<file path="config.mk">
export PLATFORM = sky130hd
export DESIGN_NAME = format_pattern_matcher_flat
export DESIGN_NICKNAME = d
export VERILOG_FILES = /design/src/hw/rtl/fpm_pkg.sv /design/src/hw/rtl/fpm_in_if.sv /design/src/hw/rtl/fpm_out_if.sv /design/src/hw/rtl/format_pattern_matcher.sv /design/src/flat_wrapper.sv
export SDC_FILE = /design/constraint.sdc
export NUM_CORES = 1
export LEC_CHECK = 0
export BUFFER_PORTS_ARGS = -buffer_cell sky130_fd_sc_hd__buf_2
export CAP_MARGIN = 30
export CORE_MARGIN = 1
export CORE_UTILIZATION = 40
export DETAILED_ROUTE_END_ITERATION = 10
export PLACE_DENSITY_LB_ADDON = 0.15
export SYNTH_ARGS = -nofsm -noshare
export SYNTH_HDL_FRONTEND = slang
export SYNTH_SLANG_ARGS = --single-unit
</file>
<file path="constraint.sdc">
create_clock -name clk -period 7.3 [get_ports clk]
set_clock_uncertainty 0.15 [all_clocks]
set_input_delay 0.73 -clock clk [delete_from_list [all_inputs] [get_ports clk]]
set_output_delay 0.73 -clock clk [all_outputs]
set_load 0.01 [all_outputs]
</file>
<file path="src/hw/rtl/fpm_pkg.sv">
// ----------------------------------------------------------------------------
// fpm_pkg
// Types, character codes and character classes shared by the format pattern
// matcher and its testbench.
// ----------------------------------------------------------------------------
`timescale 1ns / 1ps
`default_nettype none

package fpm_pkg;

    // Beat opcodes on the request channel
    typedef enum logic [1:0] {
        OP_LOAD    = 2'd0,
        OP_SUBJECT = 2'd1,
        OP_END     = 2'd2
    } op_t;

    // Result codes on the response channel
    typedef enum logic [2:0] {
        OC_MATCH    = 3'd0,
        OC_LITERAL  = 3'd1,
        OC_MISSING  = 3'd2,
        OC_BADSPEC  = 3'd3,
        OC_TRAILING = 3'd4
    } outcome_t;

    // Conversion phase held between subject bytes
    typedef enum logic [4:0] {
        PH_IDLE     = 5'd0,
        PH_S        = 5'd1,
        PH_DI_SIGN  = 5'd2,
        PH_DI_NEED  = 5'd3,
        PH_DI_RUN   = 5'd4,
        PH_U_NEED   = 5'd5,
        PH_U_RUN    = 5'd6,
        PH_X_NEED   = 5'd7,
        PH_X_RUN    = 5'd8,
        PH_O_NEED   = 5'd9,
        PH_O_RUN    = 5'd10,
        PH_F_SIGN   = 5'd11,
        PH_F_FIRST  = 5'd12,
        PH_F_INT    = 5'd13,
        PH_F_DOT    = 5'd14,
        PH_F_FRAC   = 5'd15,
        PH_E_SIGN   = 5'd16,
        PH_E_FIRST  = 5'd17,
        PH_E_INT    = 5'd18,
        PH_E_DOT    = 5'd19,
        PH_E_FRAC   = 5'd20,
        PH_EXP_NEED = 5'd21,
        PH_EXP_RUN  = 5'd22
    } phase_t;

    // What one conversion step does with the current subject byte
    typedef enum logic [1:0] {
        CV_RETURN,
        CV_CONTINUE,
        CV_CLOSE,
        CV_MISSING
    } conv_act_t;

    // Sequencer states
    typedef enum logic [2:0] {
        ST_IDLE,
        ST_STEP,
        ST_FMT,
        ST_SPEC,
        ST_DONE
    } state_t;

    // Character codes
    localparam logic [7:0] CH_NUL     = 8'h00;
    localparam logic [7:0] CH_TAB     = 8'h09;
    localparam logic [7:0] CH_LF      = 8'h0A;
    localparam logic [7:0] CH_CR      = 8'h0D;
    localparam logic [7:0] CH_SPACE   = 8'h20;
    localparam logic [7:0] CH_PERCENT = 8'h25;
    localparam logic [7:0] CH_PLUS    = 8'h2B;
    localparam logic [7:0] CH_MINUS   = 8'h2D;
    localparam logic [7:0] CH_DOT     = 8'h2E;
    localparam logic [7:0] CH_0       = 8'h30;
    localparam logic [7:0] CH_7       = 8'h37;
    localparam logic [7:0] CH_9       = 8'h39;
    localparam logic [7:0] CH_UA      = 8'h41;
    localparam logic [7:0] CH_UF      = 8'h46;
    localparam logic [7:0] CH_A       = 8'h61;
    localparam logic [7:0] CH_C       = 8'h63;
    localparam logic [7:0] CH_D       = 8'h64;
    localparam logic [7:0] CH_E       = 8'h65;
    localparam logic [7:0] CH_F       = 8'h66;
    localparam logic [7:0] CH_I       = 8'h69;
    localparam logic [7:0] CH_L       = 8'h6C;
    localparam logic [7:0] CH_O       = 8'h6F;
    localparam logic [7:0] CH_S       = 8'h73;
    localparam logic [7:0] CH_U       = 8'h75;
    localparam logic [7:0] CH_X       = 8'h78;

    function automatic logic is_blank(input logic [7:0] c);
        return c inside {CH_SPACE, CH_TAB};
    endfunction

    function automatic logic is_space(input logic [7:0] c);
        return (c inside {CH_SPACE, CH_TAB}) || (c inside {[CH_LF:CH_CR]});
    endfunction

    function automatic logic is_digit(input logic [7:0] c);
        return c inside {[CH_0:CH_9]};
    endfunction

    function automatic logic is_oct(input logic [7:0] c);
        return c inside {[CH_0:CH_7]};
    endfunction

    function automatic logic is_xdigit(input logic [7:0] c);
        return (c inside {[CH_0:CH_9]}) || (c inside {[CH_A:CH_F]})
            || (c inside {[CH_UA:CH_UF]});
    endfunction

endpackage

`default_nettype wire

</file>
<file path="src/hw/rtl/fpm_in_if.sv">
// ----------------------------------------------------------------------------
// fpm_in_if
// Request channel of the format pattern matcher: pattern loads, subject
// bytes and end-of-subject beats.
// ----------------------------------------------------------------------------
`timescale 1ns / 1ps
`default_nettype none

interface fpm_in_if;
    logic       valid;
    logic       ready;
    logic [1:0] opcode;
    logic [5:0] pattern_index;
    logic [7:0] data_byte;

    modport source (
        output valid,
        output opcode,
        output pattern_index,
        output data_byte,
        input  ready
    );

    modport sink (
        input  valid,
        input  opcode,
        input  pattern_index,
        input  data_byte,
        output ready
    );
endinterface

`default_nettype wire

</file>
<file path="src/hw/rtl/fpm_out_if.sv">
// ----------------------------------------------------------------------------
// fpm_out_if
// Response channel of the format pattern matcher: one result beat per
// end-of-subject beat.
// ----------------------------------------------------------------------------
`timescale 1ns / 1ps
`default_nettype none

interface fpm_out_if;
    logic       valid;
    logic       ready;
    logic       matched;
    logic [2:0] outcome;
    logic [5:0] fail_position;

    modport source (
        output valid,
        output matched,
        output outcome,
        output fail_position,
        input  ready
    );

    modport sink (
        input  valid,
        input  matched,
        input  outcome,
        input  fail_position,
        output ready
    );
endinterface

`default_nettype wire

</file>
<file path="src/hw/rtl/format_pattern_matcher.sv">
// ----------------------------------------------------------------------------
// format_pattern_matcher
// Checks a streamed subject string against a stored scanf-style format
// pattern. The pattern sits in a synchronous single-port memory of
// PATTERN_DEPTH bytes with a registered read; a small sequencer reads at
// most one pattern entry per cycle and updates position, conversion phase
// and the first failure. A pattern load is written straight from its
// request beat. A subject byte is accepted in the idle state, then the
// sequencer reads the pattern entries it needs (the element, the specifier
// after a percent sign, an l modifier) and steps an active conversion.
// End of subject takes the same walk and then posts the result, which
// waits in an output register while the next request beats are already
// taken. The memory needs no clearing after reset: the user must load an
// entry before it is read; the block itself does not enforce this.
// ----------------------------------------------------------------------------
`timescale 1ns / 1ps
`default_nettype none

module format_pattern_matcher #(
    parameter int PATTERN_DEPTH = 64
) (
    input  wire       clk,
    input  wire       rst_n,
    fpm_in_if.sink    req,
    fpm_out_if.source rsp
);
    import fpm_pkg::*;

    localparam int AW = $clog2(PATTERN_DEPTH);
    localparam int PW = $clog2(PATTERN_DEPTH + 3);

    // Sequencer and matching state
    state_t    state_reg, state_next;
    logic [PW-1:0] pos_reg, pos_next;
    phase_t    phase_reg, phase_next;
    outcome_t  fcode_reg, fcode_next;
    logic [5:0] fpos_reg, fpos_next;
    logic      end_reg, end_next;
    logic      lmod_reg, lmod_next;
    logic [7:0] char_reg, char_next;

    // Pattern memory and its read port
    logic [7:0] mem [PATTERN_DEPTH];
    logic       mem_we;
    logic       rd_en;
    logic [PW-1:0] rd_pos;
    logic [7:0] mem_q;
    logic       rd_zero_reg;
    logic [7:0] fmt_byte;

    // Output register
    logic       out_valid_reg;
    logic       matched_reg;
    logic [2:0] outcome_reg;
    logic [5:0] fail_pos_reg;
    logic       out_load;
    logic       slot_free;

    // Conversion step decode
    conv_act_t  conv_act;
    phase_t     conv_phase;

    logic       in_beat;
    logic [5:0] pos6;
    logic [PW-1:0] pos_inc;
    state_t     fin_state;

    assign in_beat   = req.valid && req.ready;
    assign req.ready = (state_reg == ST_IDLE);
    assign slot_free = !out_valid_reg || rsp.ready;
    assign pos6      = 6'(pos_reg);
    assign pos_inc   = pos_reg + PW'(1);
    assign fin_state = end_reg ? ST_DONE : ST_IDLE;
    assign fmt_byte  = rd_zero_reg ? CH_NUL : mem_q;

    // Write a pattern byte; loads happen only while idle, reads never then
    assign mem_we = in_beat && (req.opcode == OP_LOAD)
        && (32'(req.pattern_index) < PATTERN_DEPTH);

    always_ff @(posedge clk)
    begin
        if (mem_we)
        begin
            mem[AW'(req.pattern_index)] <= req.data_byte;
        end
    end

    // Read one entry; positions past the end read as the terminator
    always_ff @(posedge clk)
    begin
        if (rd_en)
        begin
            mem_q       <= mem[rd_pos[AW-1:0]];
            rd_zero_reg <= (rd_pos >= PW'(PATTERN_DEPTH));
        end
    end

    // Decode one step of the active conversion
    always_comb
    begin
        conv_act   = CV_CLOSE;
        conv_phase = phase_reg;
        case (phase_reg)
            PH_S:
            begin
                if (char_reg != CH_NUL && !is_space(char_reg))
                    conv_act = CV_RETURN;
            end
            PH_DI_SIGN:
            begin
                conv_phase = PH_DI_NEED;
                conv_act   = (char_reg inside {CH_PLUS, CH_MINUS}) ? CV_RETURN : CV_CONTINUE;
            end
            PH_DI_NEED:
            begin
                conv_phase = PH_DI_RUN;
                conv_act   = is_digit(char_reg) ? CV_RETURN : CV_MISSING;
            end
            PH_U_NEED:
            begin
                conv_phase = PH_U_RUN;
                conv_act   = is_digit(char_reg) ? CV_RETURN : CV_MISSING;
            end
            PH_DI_RUN, PH_U_RUN, PH_EXP_RUN:
            begin
                if (is_digit(char_reg))
                    conv_act = CV_RETURN;
            end
            PH_X_NEED:
            begin
                conv_phase = PH_X_RUN;
                conv_act   = is_xdigit(char_reg) ? CV_RETURN : CV_MISSING;
            end
            PH_X_RUN:
            begin
                if (is_xdigit(char_reg))
                    conv_act = CV_RETURN;
            end
            PH_O_NEED:
            begin
                conv_phase = PH_O_RUN;
                conv_act   = is_oct(char_reg) ? CV_RETURN : CV_MISSING;
            end
            PH_O_RUN:
            begin
                if (is_oct(char_reg))
                    conv_act = CV_RETURN;
            end
            PH_EXP_NEED:
            begin
                conv_phase = PH_EXP_RUN;
                conv_act   = is_digit(char_reg) ? CV_RETURN : CV_MISSING;
            end
            PH_F_SIGN:
            begin
                conv_phase = PH_F_FIRST;
                conv_act   = (char_reg inside {CH_PLUS, CH_MINUS}) ? CV_RETURN : CV_CONTINUE;
            end
            PH_E_SIGN:
            begin
                conv_phase = PH_E_FIRST;
                conv_act   = (char_reg inside {CH_PLUS, CH_MINUS}) ? CV_RETURN : CV_CONTINUE;
            end
            PH_F_FIRST:
            begin
                conv_act = CV_RETURN;
                if (is_digit(char_reg))
                    conv_phase = PH_F_INT;
                else if (char_reg == CH_DOT)
                    conv_phase = PH_F_DOT;
                else
                    conv_act = CV_MISSING;
            end
            PH_E_FIRST:
            begin
                conv_act = CV_RETURN;
                if (is_digit(char_reg))
                    conv_phase = PH_E_INT;
                else if (char_reg == CH_DOT)
                    conv_phase = PH_E_DOT;
                else
                    conv_act = CV_MISSING;
            end
            PH_F_DOT:
            begin
                conv_phase = PH_F_FRAC;
                conv_act   = is_digit(char_reg) ? CV_RETURN : CV_MISSING;
            end
            PH_E_DOT:
            begin
                conv_phase = PH_E_FRAC;
                conv_act   = is_digit(char_reg) ? CV_RETURN : CV_MISSING;
            end
            PH_F_INT:
            begin
                if (is_digit(char_reg))
                    conv_act = CV_RETURN;
                else if (char_reg == CH_DOT)
                begin
                    conv_act   = CV_RETURN;
                    conv_phase = PH_F_FRAC;
                end
            end
            PH_E_INT:
            begin
                if (is_digit(char_reg))
                    conv_act = CV_RETURN;
                else if (char_reg == CH_DOT)
                begin
                    conv_act   = CV_RETURN;
                    conv_phase = PH_E_FRAC;
                end
                else if (char_reg == CH_E)
                begin
                    conv_act   = CV_RETURN;
                    conv_phase = PH_EXP_NEED;
                end
            end
            PH_F_FRAC:
            begin
                if (is_digit(char_reg))
                    conv_act = CV_RETURN;
            end
            PH_E_FRAC:
            begin
                if (is_digit(char_reg))
                    conv_act = CV_RETURN;
                else if (char_reg == CH_E)
                begin
                    conv_act   = CV_RETURN;
                    conv_phase = PH_EXP_NEED;
                end
            end
            default:
            begin
                conv_act = CV_CLOSE;
            end
        endcase
    end

    // Next state
    always_comb
    begin
        state_next = state_reg;
        case (state_reg)
            ST_IDLE:
            begin
                if (in_beat)
                begin
                    if (req.opcode == OP_END)
                        state_next = ST_STEP;
                    else if (req.opcode == OP_SUBJECT && req.data_byte != CH_NUL)
                        state_next = ST_STEP;
                end
            end
            ST_STEP:
            begin
                if (fcode_reg != OC_MATCH)
                    state_next = fin_state;
                else if (phase_reg == PH_IDLE)
                    state_next = is_blank(char_reg) ? fin_state : ST_FMT;
                else if (conv_act == CV_RETURN || conv_act == CV_MISSING)
                    state_next = fin_state;
            end
            ST_FMT:
            begin
                if (fmt_byte == CH_PERCENT)
                    state_next = ST_SPEC;
                else if (!is_blank(fmt_byte))
                    state_next = fin_state;
            end
            ST_SPEC:
            begin
                if (fmt_byte == CH_L && !lmod_reg)
                    state_next = ST_SPEC;
                else if (fmt_byte == CH_S)
                    state_next = (char_reg == CH_NUL) ? fin_state : ST_STEP;
                else if (fmt_byte inside {CH_D, CH_I, CH_U, CH_X, CH_O, CH_F, CH_E})
                    state_next = ST_STEP;
                else
                    state_next = fin_state;
            end
            ST_DONE:
            begin
                if (slot_free)
                    state_next = ST_IDLE;
            end
            default:
            begin
                state_next = ST_IDLE;
            end
        endcase
    end

    // Datapath updates and memory reads
    always_comb
    begin
        pos_next   = pos_reg;
        phase_next = phase_reg;
        fcode_next = fcode_reg;
        fpos_next  = fpos_reg;
        end_next   = end_reg;
        lmod_next  = lmod_reg;
        char_next  = char_reg;
        rd_en      = 1'b0;
        rd_pos     = pos_reg;
        out_load   = 1'b0;
        case (state_reg)
            ST_IDLE:
            begin
                // Latch the subject byte; end of subject feeds a zero
                if (in_beat)
                begin
                    end_next  = (req.opcode == OP_END);
                    char_next = (req.opcode == OP_END) ? CH_NUL : req.data_byte;
                end
            end
            ST_STEP:
            begin
                if (fcode_reg == OC_MATCH)
                begin
                    if (phase_reg == PH_IDLE)
                    begin
                        // Fetch the next pattern element
                        if (!is_blank(char_reg))
                        begin
                            rd_en     = 1'b1;
                            lmod_next = 1'b0;
                        end
                    end
                    else
                    begin
                        case (conv_act)
                            CV_RETURN, CV_CONTINUE:
                            begin
                                phase_next = conv_phase;
                            end
                            CV_MISSING:
                            begin
                                fcode_next = OC_MISSING;
                                fpos_next  = pos6;
                            end
                            default:
                            begin
                                phase_next = PH_IDLE;
                                pos_next   = pos_inc;
                            end
                        endcase
                    end
                end
            end
            ST_FMT:
            begin
                if (fmt_byte == CH_NUL)
                begin
                    // End of pattern: leftover text fails, end of subject matches
                    fpos_next = pos6;
                    if (char_reg != CH_NUL)
                        fcode_next = OC_TRAILING;
                end
                else if (is_blank(fmt_byte) || fmt_byte == CH_PERCENT)
                begin
                    // Skip a blank entry, or fetch the specifier
                    pos_next = pos_inc;
                    rd_en    = 1'b1;
                    rd_pos   = pos_inc;
                end
                else if (fmt_byte != char_reg)
                begin
                    fcode_next = OC_LITERAL;
                    fpos_next  = pos6;
                end
                else
                begin
                    pos_next = pos_inc;
                end
            end
            ST_SPEC:
            begin
                if (fmt_byte == CH_L && !lmod_reg)
                begin
                    // Drop the l modifier and fetch the byte after it
                    lmod_next = 1'b1;
                    pos_next  = pos_inc;
                    rd_en     = 1'b1;
                    rd_pos    = pos_inc;
                end
                else
                begin
                    case (fmt_byte)
                        CH_PERCENT:
                        begin
                            if (char_reg != CH_PERCENT)
                            begin
                                fcode_next = OC_LITERAL;
                                fpos_next  = pos6;
                            end
                            else
                                pos_next = pos_inc;
                        end
                        CH_C:
                        begin
                            if (char_reg == CH_NUL)
                            begin
                                fcode_next = OC_MISSING;
                                fpos_next  = pos6;
                            end
                            else
                                pos_next = pos_inc;
                        end
                        CH_S:
                        begin
                            if (char_reg == CH_NUL)
                            begin
                                fcode_next = OC_MISSING;
                                fpos_next  = pos6;
                            end
                            else
                                phase_next = PH_S;
                        end
                        CH_D, CH_I:
                        begin
                            phase_next = PH_DI_SIGN;
                        end
                        CH_U:
                        begin
                            phase_next = PH_U_NEED;
                        end
                        CH_X:
                        begin
                            phase_next = PH_X_NEED;
                        end
                        CH_O:
                        begin
                            phase_next = PH_O_NEED;
                        end
                        CH_F:
                        begin
                            phase_next = PH_F_SIGN;
                        end
                        CH_E:
                        begin
                            phase_next = PH_E_SIGN;
                        end
                        default:
                        begin
                            fcode_next = OC_BADSPEC;
                            fpos_next  = pos6;
                        end
                    endcase
                end
            end
            ST_DONE:
            begin
                // Post the result and rewind for the next subject
                if (slot_free)
                begin
                    out_load   = 1'b1;
                    pos_next   = '0;
                    phase_next = PH_IDLE;
                    fcode_next = OC_MATCH;
                    fpos_next  = '0;
                    end_next   = 1'b0;
                end
            end
            default:
            begin
                rd_en = 1'b0;
            end
        endcase
    end

    // Control registers
    always_ff @(posedge clk or negedge rst_n)
    begin
        if (!rst_n)
        begin
            state_reg     <= ST_IDLE;
            pos_reg       <= '0;
            phase_reg     <= PH_IDLE;
            fcode_reg     <= OC_MATCH;
            fpos_reg      <= '0;
            end_reg       <= 1'b0;
            lmod_reg      <= 1'b0;
            out_valid_reg <= 1'b0;
        end
        else
        begin
            state_reg <= state_next;
            pos_reg   <= pos_next;
            phase_reg <= phase_next;
            fcode_reg <= fcode_next;
            fpos_reg  <= fpos_next;
            end_reg   <= end_next;
            lmod_reg  <= lmod_next;
            if (out_load)
                out_valid_reg <= 1'b1;
            else if (rsp.ready)
                out_valid_reg <= 1'b0;
        end
    end

    // Payload registers
    always_ff @(posedge clk)
    begin
        char_reg <= char_next;
        if (out_load)
        begin
            matched_reg  <= (fcode_reg == OC_MATCH);
            outcome_reg  <= fcode_reg;
            fail_pos_reg <= fpos_reg;
        end
    end

    assign rsp.valid         = out_valid_reg;
    assign rsp.matched       = matched_reg;
    assign rsp.outcome       = outcome_reg;
    assign rsp.fail_position = fail_pos_reg;

`ifndef ASSERT_OFF
    // Pattern data is only consumed the cycle after a read was issued
    a_read_before_use: assert property (@(posedge clk) disable iff (!rst_n)
        (state_reg == ST_FMT || state_reg == ST_SPEC) |-> $past(rd_en))
        else $error("pattern byte used without a read in the previous cycle");

    // Loads never overlap a walk through the pattern
    a_write_when_idle: assert property (@(posedge clk) disable iff (!rst_n)
        mem_we |-> (state_reg == ST_IDLE && !rd_en))
        else $error("pattern write outside idle");

    // A result comes only out of the posting state
    a_result_source: assert property (@(posedge clk) disable iff (!rst_n)
        $rose(out_valid_reg) |-> $past(state_reg) == ST_DONE)
        else $error("result posted outside the done state");

    // Match flag and outcome agree
    a_match_flag: assert property (@(posedge clk) disable iff (!rst_n)
        rsp.valid |-> (rsp.matched == (rsp.outcome == OC_MATCH)))
        else $error("matched flag disagrees with outcome");

    // Position never runs past the terminator and a trailing specifier
    a_pos_bound: assert property (@(posedge clk) disable iff (!rst_n)
        pos_reg <= PW'(PATTERN_DEPTH + 2))
        else $error("pattern position out of range");
`endif

endmodule

`default_nettype wire

</file>
<file path="src/flat_wrapper.sv">
// flat-port wrapper written by rule: the top's interface ports become plain ports
module format_pattern_matcher_flat import fpm_pkg::*;
#(
    parameter int PATTERN_DEPTH = 64
)
  (clk, rst_n, req_valid, req_opcode, req_pattern_index, req_data_byte, req_ready, rsp_valid, rsp_matched, rsp_outcome, rsp_fail_position, rsp_ready);
  fpm_in_if req_i ();
  fpm_out_if rsp_i ();
  input  wire clk;
  input  wire rst_n;
  input wire logic [$bits(req_i.valid)-1:0] req_valid;
  input wire logic [$bits(req_i.opcode)-1:0] req_opcode;
  input wire logic [$bits(req_i.pattern_index)-1:0] req_pattern_index;
  input wire logic [$bits(req_i.data_byte)-1:0] req_data_byte;
  output wire logic [$bits(req_i.ready)-1:0] req_ready;
  output wire logic [$bits(rsp_i.valid)-1:0] rsp_valid;
  output wire logic [$bits(rsp_i.matched)-1:0] rsp_matched;
  output wire logic [$bits(rsp_i.outcome)-1:0] rsp_outcome;
  output wire logic [$bits(rsp_i.fail_position)-1:0] rsp_fail_position;
  input wire logic [$bits(rsp_i.ready)-1:0] rsp_ready;
  assign req_i.valid = req_valid;
  assign req_i.opcode = req_opcode;
  assign req_i.pattern_index = req_pattern_index;
  assign req_i.data_byte = req_data_byte;
  assign req_ready = req_i.ready;
  assign rsp_valid = rsp_i.valid;
  assign rsp_matched = rsp_i.matched;
  assign rsp_outcome = rsp_i.outcome;
  assign rsp_fail_position = rsp_i.fail_position;
  assign rsp_i.ready = rsp_ready;
  format_pattern_matcher #(.PATTERN_DEPTH(PATTERN_DEPTH)) u_core (.clk(clk), .rst_n(rst_n), .req(req_i), .rsp(rsp_i));
endmodule
</file>
==> results.json, run 1 <==
{
  "finalSetupViolations": 0,
  "cts_tree": "yes",
  "cp-start-kind": "register",
  "crit_chain": "nor4b_4 > and2_1 > a21oi_1 > mux2_4 > nor2_8 > buf_12 > a21oi_1 > o21a_1 > a2111oi_0 > a31o_1 > nand3_1",
  "grt_pass1_vias": 15200,
  "clk_pin_slew_worst_paths_ns": 0.06,
  "post-dp-hpwl_mm": 40.1,
  "drtIter0Drc": 1371,
  "grt_overflow": 0,
  "finalNonFillerCells": 2734,
  "power_leakage_nw": 8.44,
  "rsz0062_at_grt": "false",
  "wl_mm": 65.2,
  "critPathRequiredTime_ns": 7.51,
  "numCtsBuffers": 58,
  "die_y_um": 250,
  "synth_edf_count": 539,
  "synthArstFlopShare_pct": 4.77,
  "yosys_warnings": 0,
  "ys_ff_latch": 566,
  "hold_path_class": "in2reg",
  "area_growth_syn_to_layout_pct": 10.4,
  "dp_cells": 2625,
  "synth_ff_type": "edfxtp_1",
  "antenna_found_initial": 0,
  "vias": 15700,
  "clock_path_buffers": 3,
  "yosysSeqAreaShare_pct": 68.6,
  "h-tree-depth": 2,
  "io_buffers": 31,
  "io_pins": 32,
  "cap_viol_max_count": 0,
  "crit_slowest_cell": "edfxtp_1",
  "num_rows": 90,
  "yosysTopAreaCell": "edfxtp_1",
  "dpl_worst_slack_ns": 2.41,
  "post-cts-setup-buffers": 0,
  "irDropWorstVdd_v": 0.000202,
  "ys_types": 94,
  "fmax_mhz": 205,
  "drive_above_1_share_pct": 8.50,
  "die_x_um": 250,
  "relSlewSlack_pct": 32.7,
  "ant_nets": 0,
  "fill_cells": 5471,
  "largest_register_ffs": 512,
  "period_needed_ns": 4.87,
  "place_area_um2": 25300,
  "syn_area_um2": 24600,
  "worst-setup-path-type": "reg2reg",
  "syn_area_per_cell_um2": 12.9,
  "drv_slew": 0,
  "grt_util_all_layers_pct": 20.8,
  "cpMostUsedCell": "a21oi_1",
  "place.gp.congestion": 0.861,
  "synthesis.nets": 1934,
  "ctsHoldBuffers": 1,
  "syn_inst": 1909,
  "grt_pass1_wl_mm": 98.4,
  "cts_resized": 0,
  "setup-tns-final_ns": 0,
  "viasPerCell": 5.73,
  "wire_per_inst_um": 23.9,
  "outcome": "finished clean",
  "cts_root_buffer": "clkbuf_16",
  "grt_max_degree": 108,
  "synthTopCellsByArea": "edfxtp_1, nand2_1, a21oi_1",
  "core-area_um2": 60600,
  "dr.pass1.iters": 6,
  "cp_max_fo": 105,
  "power.density_nw_per_um2": 296,
  "insertion_delay_ns": 0.64,
  "drc_errors": 0,
  "cpPeakStageDelay_ns": 0.78,
  "min_period_over_period_pct": 66.8,
  "clock-sinks": 566,
  "fin_ws_ns": 2.43,
  "hold_violations": 0,
  "initial_core_util_pct": 40.6,
  "utilization_pct": 44.8,
  "finalNetCount": 1929,
  "dieArea_um2": 62500,
  "finalInstanceArea_um2": 27200,
  "cp_data_arrival_time_ns": 5.09,
  "synth_top_area_share_pct": 65.8,
  "cp-end-kind": "register",
  "antenna_cells": 0,
  "tightest_slew_ns": 1.00
}
==> stage by stage <==
stage | total power (W) | hold WS (ns)
final | 0.00805 | 0.289
after global routing | 0.00836 | 0.290
after CTS | 0.00810 | 0.269
after detailed placement | 0.00522 | 0.281
after global placement | 0.00522 | 0.288
after floorplan | 0.00476 | 0.275
==> worst paths after layout <==
| check | from | cells past startpoint | slack [ns] | endpoint |
|---|---|---|---|---|
| worst min-delay path | rsp_ready | 3 | 0.29 | u_core.rsp.valid |
| worst min register to register | u_core.fpos_reg[4] | 0 | 0.30 | u_core.rsp.fail_position[4] |
| min in group asynchronous | rst_n | 2 | 0.52 | u_core.phase_reg[0] |
| worst max-delay path | u_core.mem_q[3] | 11 | 2.43 | u_core.mem_q[6] |
| worst max register to register | u_core.mem_q[3] | 11 | 2.43 | u_core.mem_q[6] |
| max in group asynchronous | rst_n | 2 | 6.06 | u_core.state_reg[0] |
==> logic make-up after synthesis <==
kind of cell	share of synthesized area [%]
compound gates	11.8
xor+xnor	0.493
fa+ha+maj	0.254
buf+inv	2.80
flops	68.6
mux	3.17
simple gates	13.0
==> layout make-up <==
class                      count  area (um2)  area share, %
inverter                      19        71.3          0.263
clock inverter                29         231          0.852
sequential                   566       16900           62.1
multi-input combinational   1205        7060           26.0
timing repair buffer          54         343           1.26
clock buffer                  79        1610           5.94
tap                          782         978           3.60
==> where the power goes <==
group          internal [W]  total (W)  switching (W)
Combinational      0.000458    0.00140       0.000937
Clock               0.00165    0.00289        0.00124
Sequential          0.00363    0.00376       0.000132
==> critical path: cells and delay by family (launching register included) <==
| kind | cells | cell delay [ns] |
|---|---|---|
| compound gates | 5 | 1.41 |
| flops | 1 | 0.78 |
| buf+inv | 1 | 0.42 |
| mux | 1 | 0.35 |
| simple gates | 4 | 1.35 |
==> cells in the final DEF (no fill, tap or decap), types with 19 or more instances in the layout <==
| cell type | count |
|---|---|
| a21oi_1 | 160 |
| a22oi_1 | 47 |
| and2_1 | 19 |
| buf_2 | 31 |
| buf_4 | 21 |
| clkbuf_16 | 61 |
| dfrtp_1 | 27 |
| edfxtp_1 | 539 |
| mux2i_1 | 72 |
| nand2_1 | 285 |
| nand3_1 | 108 |
| nor2_1 | 129 |
| o21ai_0 | 56 |
| o22ai_1 | 38 |
==> metal layers <==
| layer | share of wire (%) | global-route usage [%] | vias to the layer above |
|---|---|---|---|
| li1 | - | - | 7269 |
| met1 | 46 | 29.8 | 7838 |
| met2 | 47 | 33.4 | 476 |
| met3 | 5.2 | 2.56 | 88 |
| met4 | 1.8 | 5.47 | 0 |
| met5 | 0 | 0 | - |
==> cells in the mapped netlist (6+ instances only) <==
library cell / number
a41o_1: 7
nor3_1: 15
o22ai_1: 38
nand3_1: 108
o211ai_1: 13
clkbuf_1: 41
a221oi_1: 15
nand2_1: 285
o21ai_0: 56
nor2_1: 129
a2bb2oi_1: 6
dfrtp_1: 27
nor2b_1: 10
and3_1: 18
nand2b_1: 11
and2_1: 19
buf_6: 6
inv_1: 18
buf_1: 8
a211oi_1: 8
edfxtp_1: 539
nand4_1: 15
buf_4: 18
xnor2_1: 8
or3_1: 6
a31oi_1: 15
mux2i_1: 72
a32oi_1: 15
buf_2: 45
a22oi_1: 47
a21oi_1: 160
a22o_1: 7
and4_1: 6
No activity file was read; power rests on OpenSTA's default activity.
==> inputs of run 2 (changes only) <==
--- a/config.mk
+++ b/config.mk
@@ -5,6 +5,7 @@
 export SDC_FILE = /design/constraint.sdc
 export NUM_CORES = 1
 export LEC_CHECK = 0
+export ABC_AREA = 1
 export BUFFER_PORTS_ARGS = -buffer_cell sky130_fd_sc_hd__buf_2
 export CAP_MARGIN = 30
 export CORE_MARGIN = 1
==> constraint.sdc (replaced) <==
create_clock -name clk -period 4.5 [get_ports clk]
set_clock_uncertainty 0.15 [all_clocks]
set_input_delay 0.45 -clock clk [delete_from_list [all_inputs] [get_ports clk]]
set_output_delay 0.45 -clock clk [all_outputs]
set_load 0.01 [all_outputs]
==> run 2 against run 1 <==
- routed wire length up 12%
- largest cell class unchanged
- sequential power up 60%
- critical path type unchanged
- flip-flop and latch count is the same
==> results.json, run 2 <==
{
  "outcome": "finished clean",
  "synthXorXnorAreaFrac_pct": 0.456,
  "dieArea_um2": 63500,
  "wire_per_inst_um": 22.8,
  "cpMostUsedCell": "nor2_1",
  "finalSetupViolations": 0,
  "cts_tree": "yes",
  "synth_common_cells": "nand3_1, edfxtp_1, nand2_1, nor2_1, buf_2",
  "muxShareOfSynthArea_pct": 0,
  "ys_types": 45,
  "cp_max_fo": 9,
  "seq_area_um2": 16900,
  "clock_path_buffers": 3,
  "grt_max_degree": 200,
  "worst-setup-path-type": "reg2reg",
  "hold_path_class": "in2reg",
  "drtIter0Drc": 1575,
  "r2r_start": "u_core.state_reg[0]",
  "hold_violations": 0,
  "yosysTopAreaCell": "edfxtp_1",
  "clk_pin_slew_worst_paths_ns": 0.06,
  "crit_slowest_cell": "nor2_1",
  "place.gp.congestion": 0.882,
  "cp-end-kind": "register",
  "yosysSeqAreaShare_pct": 67.5,
  "finalNonFillerCells": 3195,
  "die_x_um": 252,
  "syn_area_um2": 25000,
  "irDropWorstVdd_v": 0.000384,
  "syn_area_per_cell_um2": 10.9,
  "synthSimpleGateAreaFrac_pct": 25.6,
  "power_leakage_nw": 10.1,
  "ys_ff_latch": 566,
  "numCtsBuffers": 60,
  "vias": 18000,
  "cts_resized": 0,
  "cp_data_arrival_time_ns": 4.06,
  "cpPeakStageDelay_ns": 0.98,
  "synth_top_area_share_pct": 64.8,
  "critPathCapture": "u_core.mem[29][7]",
  "dp_cells": 3083,
  "grt_overflow": 0,
  "power.density_nw_per_um2": 546,
  "area_growth_syn_to_layout_pct": 12.1,
  "setup-tns-final_ns": 0,
  "layout_common_cells": "nand3_1, edfxtp_1, nand2_1",
  "initial_core_util_pct": 40.5,
  "path_buf_inv": 2,
  "finalNetCount": 2335,
  "startpoint": "u_core.state_reg[0]",
  "multi_input_area_um2": 7070,
  "insertion_delay_ns": 0.65,
  "synthAdderAreaFrac_pct": 0.250,
  "grt_pass1_wl_mm": 110,
  "finalInstanceArea_um2": 28000,
  "tightest_slew_ns": 1.02,
  "synth_edf_count": 539,
  "min_period_over_period_pct": 88.1,
  "fill_cells": 5799,
  "io_pins": 32,
  "synthTopCellsByArea": "edfxtp_1, nand3_1, nand2_1",
  "synth_ff_type": "edfxtp_1",
  "drive_above_1_share_pct": 9.12,
  "antenna_found_initial": 1,
  "period_needed_ns": 3.96,
  "synthesis.nets": 2313,
  "synth-compound-area-share_pct": 1.89,
  "die_y_um": 252,
  "h-tree-depth": 2,
  "cp.depth": 9,
  "p_total_w": 0.0153,
  "io_buffers": 31,
  "grt_util_all_layers_pct": 23.0,
  "final_common_cell": "nand3_1",
  "r2r_cells": 9,
  "wl_mm": 73.0,
  "viasPerCell": 5.64,
  "cp-start-kind": "register",
  "cap_viol_max_count": 0,
  "synthArstFlopShare_pct": 4.77,
  "grt_pass1_vias": 17200,
  "rsz0062_at_grt": "false",
  "fmax_mhz": 252,
  "place_area_um2": 26100,
  "core-area_um2": 61700,
  "r2r-end": "u_core.mem[29][7]",
  "post-dp-hpwl_mm": 42.8,
  "num_rows": 91,
  "antenna_cells": 0,
  "ant_nets": 0,
  "critPathRequiredTime_ns": 4.59,
  "dr.pass1.iters": 5,
  "clock-sinks": 566,
  "crit_chain": "nor2_1 > inv_1 > nor2_1 > nand2_1 > inv_1 > nand2_1 > nor2_1 > nand3_1 > nor2_1",
  "cp_top_family": "simple AND/OR/NAND/NOR gates",
  "syn_inst": 2288,
  "ff2ff_setup_slack_ns": 0.54,
  "synth.most_common_cell": "nand3_1",
  "drv_slew": 0,
  "drc_errors": 0,
  "yosys_warnings": 0,
  "cts_root_buffer": "clkbuf_16",
  "synth_top_family_by_area": "simple AND/OR/NAND/NOR gates",
  "utilization_pct": 45.4,
  "largest_register_ffs": 512,
  "relSlewSlack_pct": 32.1
}
-- run 2: cell count changes after synthesis, sizes merged, moves of 45 or more --
| cell | previous run | this run |
|---|---|---|
| a22oi | 47 | 2 |
| buf | 77 | 126 |
| nand2 | 288 | 406 |
| inv | 18 | 95 |
| mux2i | 73 | 0 |
| nand3 | 109 | 791 |
| a21oi | 160 | 10 |
-- run 2: metal layers --
layer	part of all wire [%]	up-vias	wire length, um	GRT usage, %
met5	0	-	0	0
met1	45	8958	32500	33.1
met2	46	690	33700	35.9
li1	-	8268	-	-
met4	2.3	0	1660	6.63
met3	7.0	102	5110	3.67
-- run 2: worst min path at each step --
| stage | end | cells after the start | start |
|---|---|---|---|
| 2_1_floorplan | u_core.end_reg | 0 | rst_n |
| 3_3_place_gp | u_core.rsp.fail_position[0] | 0 | u_core.fpos_reg[0] |
| 3_5_place_dp | u_core.rsp.fail_position[5] | 0 | u_core.fpos_reg[5] |
| 4_1_cts | u_core.mem[2][4] | 1 | req_data_byte[4] |
| 5_1_grt | u_core.mem[2][4] | 1 | req_data_byte[4] |
| 6_report | u_core.mem[2][4] | 1 | req_data_byte[4] |
-- run 2: kinds of logic after synthesis --
group / Yosys count
adder cells (fa/ha/maj): 5
flip-flops: 566
AND/OR/NAND/NOR: 1392
AO/OA/AOI/OAI: 77
XOR/XNOR: 13
buffers and inverters: 235
-- run 2: area by class of cell --
type | instances | share of cell area (%)
tap | 837 | 3.74
clock inverter | 36 | 1.12
multi-input combinational | 1487 | 25.2
timing repair buffer | 99 | 2.88
inverter | 96 | 1.30
clock buffer | 74 | 5.55
sequential | 566 | 60.2
-- run 2: power by group --
group	switching (W)	internal, W
Clock	0.00208	0.00268
Sequential	0.000105	0.00590
Combinational	0.00321	0.00132
Total	0.00540	0.00990
-- run 2: metrics by stage --
stage               hold WS [ns]  setup slack (ns)
floorplan                0.00441              1.48
finish                    0.0664             0.536
detailed placement         0.290             0.569
global route              0.0504             0.341
CTS                       0.0319             0.498
global placement           0.288             0.565
-- run 2: repair_timing --
action                    CTS  global route
hold endpoints to repair   28             0
buffers inserted            0             0
hold buffers                2             0
==> inputs of run 3 (changes only) <==
--- a/config.mk
+++ b/config.mk
@@ -5,7 +5,6 @@
 export SDC_FILE = /design/constraint.sdc
 export NUM_CORES = 1
 export LEC_CHECK = 0
-export ABC_AREA = 1
 export BUFFER_PORTS_ARGS = -buffer_cell sky130_fd_sc_hd__buf_2
 export CAP_MARGIN = 30
 export CORE_MARGIN = 1
==> run 3 against run 2 <==
- critical path depth grew 1
- worst setup slack lost 0.33 ns
- utilization grew 0.58 points
- fmax shrank 7.7%
- cell area shrank 0.57%
- die area shrank 1.6%
- sequential share of layout area grew 0.35 points
- register-to-register slack lost 0.33 ns
- non-clock buffer count grew 35
- global-route usage shrank 1.6 points
==> results.json, run 3 (synthesis results as in run 1) <==
{
  "rsz0062_at_grt": "false",
  "hold_path_class": "in2reg",
  "cts_tree": "yes",
  "viasPerCell": 5.74,
  "drtIter0Drc": 1565,
  "crit_slowest_cell": "edfxtp_1",
  "fill_cells": 5433,
  "insertion_delay_ns": 0.62,
  "cp_data_arrival_time_ns": 4.47,
  "numCtsBuffers": 59,
  "core-area_um2": 60600,
  "place.gp.congestion": 0.886,
  "r2r-end": "u_core.mem_q[6]",
  "hold_violations": 0,
  "power.density_nw_per_um2": 474,
  "outcome": "finished clean",
  "grt_pass1_vias": 15600,
  "vias": 16100,
  "io_pins": 32,
  "grt_overflow": 0,
  "cp-end-kind": "register",
  "timing.hold.ws_ns": 0.0684,
  "worst-setup-path-type": "reg2reg",
  "die_y_um": 250,
  "grt_pass1_wl_mm": 101,
  "dieArea_um2": 62500,
  "setup-tns-final_ns": 0,
  "area_growth_syn_to_layout_pct": 13.3,
  "r2r_start": "u_core.rd_zero_reg",
  "antenna_found_initial": 3,
  "antenna_cells": 0,
  "cp.depth": 10,
  "cp_max_fo": 26,
  "die_x_um": 250,
  "layout_common_cells": "edfxtp_1, nand2_1, a21oi_1",
  "clk_pin_slew_worst_paths_ns": 0.06,
  "post-dp-hpwl_mm": 43.2,
  "cp-start-kind": "register",
  "ant_nets": 0,
  "drive_above_1_share_pct": 12.4,
  "path_buf_inv": 1,
  "irDropWorstVdd_v": 0.000327,
  "cpPeakStageDelay_ns": 0.63,
  "wire_per_inst_um": 24.1,
  "crit_chain": "nor4b_2 > nand4_1 > nand3_1 > nand4_1 > buf_12 > nand2_1 > o22ai_1 > o31a_1 > a221oi_1 > nand3_1",
  "largest_register_ffs": 512,
  "startpoint": "u_core.rd_zero_reg",
  "min_period_over_period_pct": 95.5,
  "grt_max_degree": 73,
  "clock_path_buffers": 3,
  "power_leakage_nw": 8.89,
  "relSlewSlack_pct": 35.2,
  "initial_core_util_pct": 40.6,
  "drv_slew": 0,
  "period_needed_ns": 4.30,
  "drc_errors": 0,
  "final_common_cell": "edfxtp_1",
  "fmax_mhz": 233,
  "critPathRequiredTime_ns": 4.68,
  "cap_viol_max_count": 0,
  "finalNetCount": 2011,
  "r2r_cells": 10,
  "clock-sinks": 566,
  "grt_util_all_layers_pct": 21.4,
  "finalSetupViolations": 0,
  "dr.pass1.iters": 7,
  "num_rows": 90,
  "cp_top_family": "simple AND/OR/NAND/NOR gates",
  "ff2ff_setup_slack_ns": 0.20,
  "io_buffers": 31,
  "cts_root_buffer": "clkbuf_16",
  "wl_mm": 67.7,
  "tightest_slew_ns": 0.970,
  "h-tree-depth": 2,
  "critPathCapture": "u_core.mem_q[6]"
}
-- run 3: how the worst min path moves through the flow --
stage                            start                     endpoint  slack [ns]  cells past startpoint
floorplan                        rst_n               u_core.end_reg       0.004                      0
global placement    u_core.fpos_reg[2]  u_core.rsp.fail_position[2]        0.29                      0
detailed placement  u_core.fpos_reg[1]  u_core.rsp.fail_position[1]        0.28                      0
CTS                   req_data_byte[1]            u_core.mem[54][1]        0.05                      1
global route          req_data_byte[1]            u_core.mem[54][1]        0.04                      1
finish                req_data_byte[1]            u_core.mem[54][1]        0.07                      1
-- run 3: worst reg2reg max path, stage by stage, from the launching register on --
cell and delay, ns:
edfxtp_1 0.63, nor4b_2 0.43, nand4_1 0.26, nand3_1 0.18
nand4_1 0.43, buf_12 0.35, nand2_1 0.39, o22ai_1 0.19
o31a_1 0.33, a221oi_1 0.49, nand3_1 0.17
-- run 3: repair_timing --
item,CTS,global route
setup endpoints to repair,0,4
buffers inserted,0,7
gates resized for setup,0,0
endpoints found under the hold margin,29,0
hold buffers,2,0
-- run 3: metrics by stage --
| stage | instances | instance area (um2) | setup WS [ns] | power (W) | utilization (%) |
|---|---|---|---|---|---|
| 3_3_place_gp | 2697 | 25900 | 0.0879 | 0.00859 | 42.8 |
| 5_1_grt | 2809 | 27900 | 0.0384 | 0.0137 | 46.0 |
| 6_report | 2809 | 27900 | 0.203 | 0.0132 | 46.0 |
| 4_1_cts | 2801 | 27800 | 0.0916 | 0.0133 | 45.9 |
| 3_5_place_dp | 2697 | 25900 | 0.108 | 0.00859 | 42.8 |
| 2_1_floorplan | 1909 | 24600 | 0.980 | 0.00772 | - |
-- run 3: layer usage --
| layer | routed length (um) | track usage, % | vias up |
|---|---|---|---|
| met4 | 1630 | 6.52 | 2 |
| met3 | 3470 | 2.44 | 92 |
| met1 | 30400 | 29.8 | 8055 |
| met5 | 11 | 0 | - |
| li1 | - | - | 7444 |
| met2 | 32200 | 35.2 | 522 |
-- run 3: report_power, final --
group          internal [W]  switching [W]  total, W
registers           0.00589       0.000175   0.00607
logic              0.000855        0.00160   0.00246
clock network       0.00270        0.00200   0.00469
-- run 3: layout make-up --
cell class              count  area, um2  area share (%)
clock buffers              68       1570            5.65
clock inverters            34        259           0.930
inverters                  19       71.3           0.256
multi-input cells        1206       7070            25.4
flip-flops and latches    566      16900            60.5
well taps                 782        978            3.51
repair buffers            134       1050            3.75
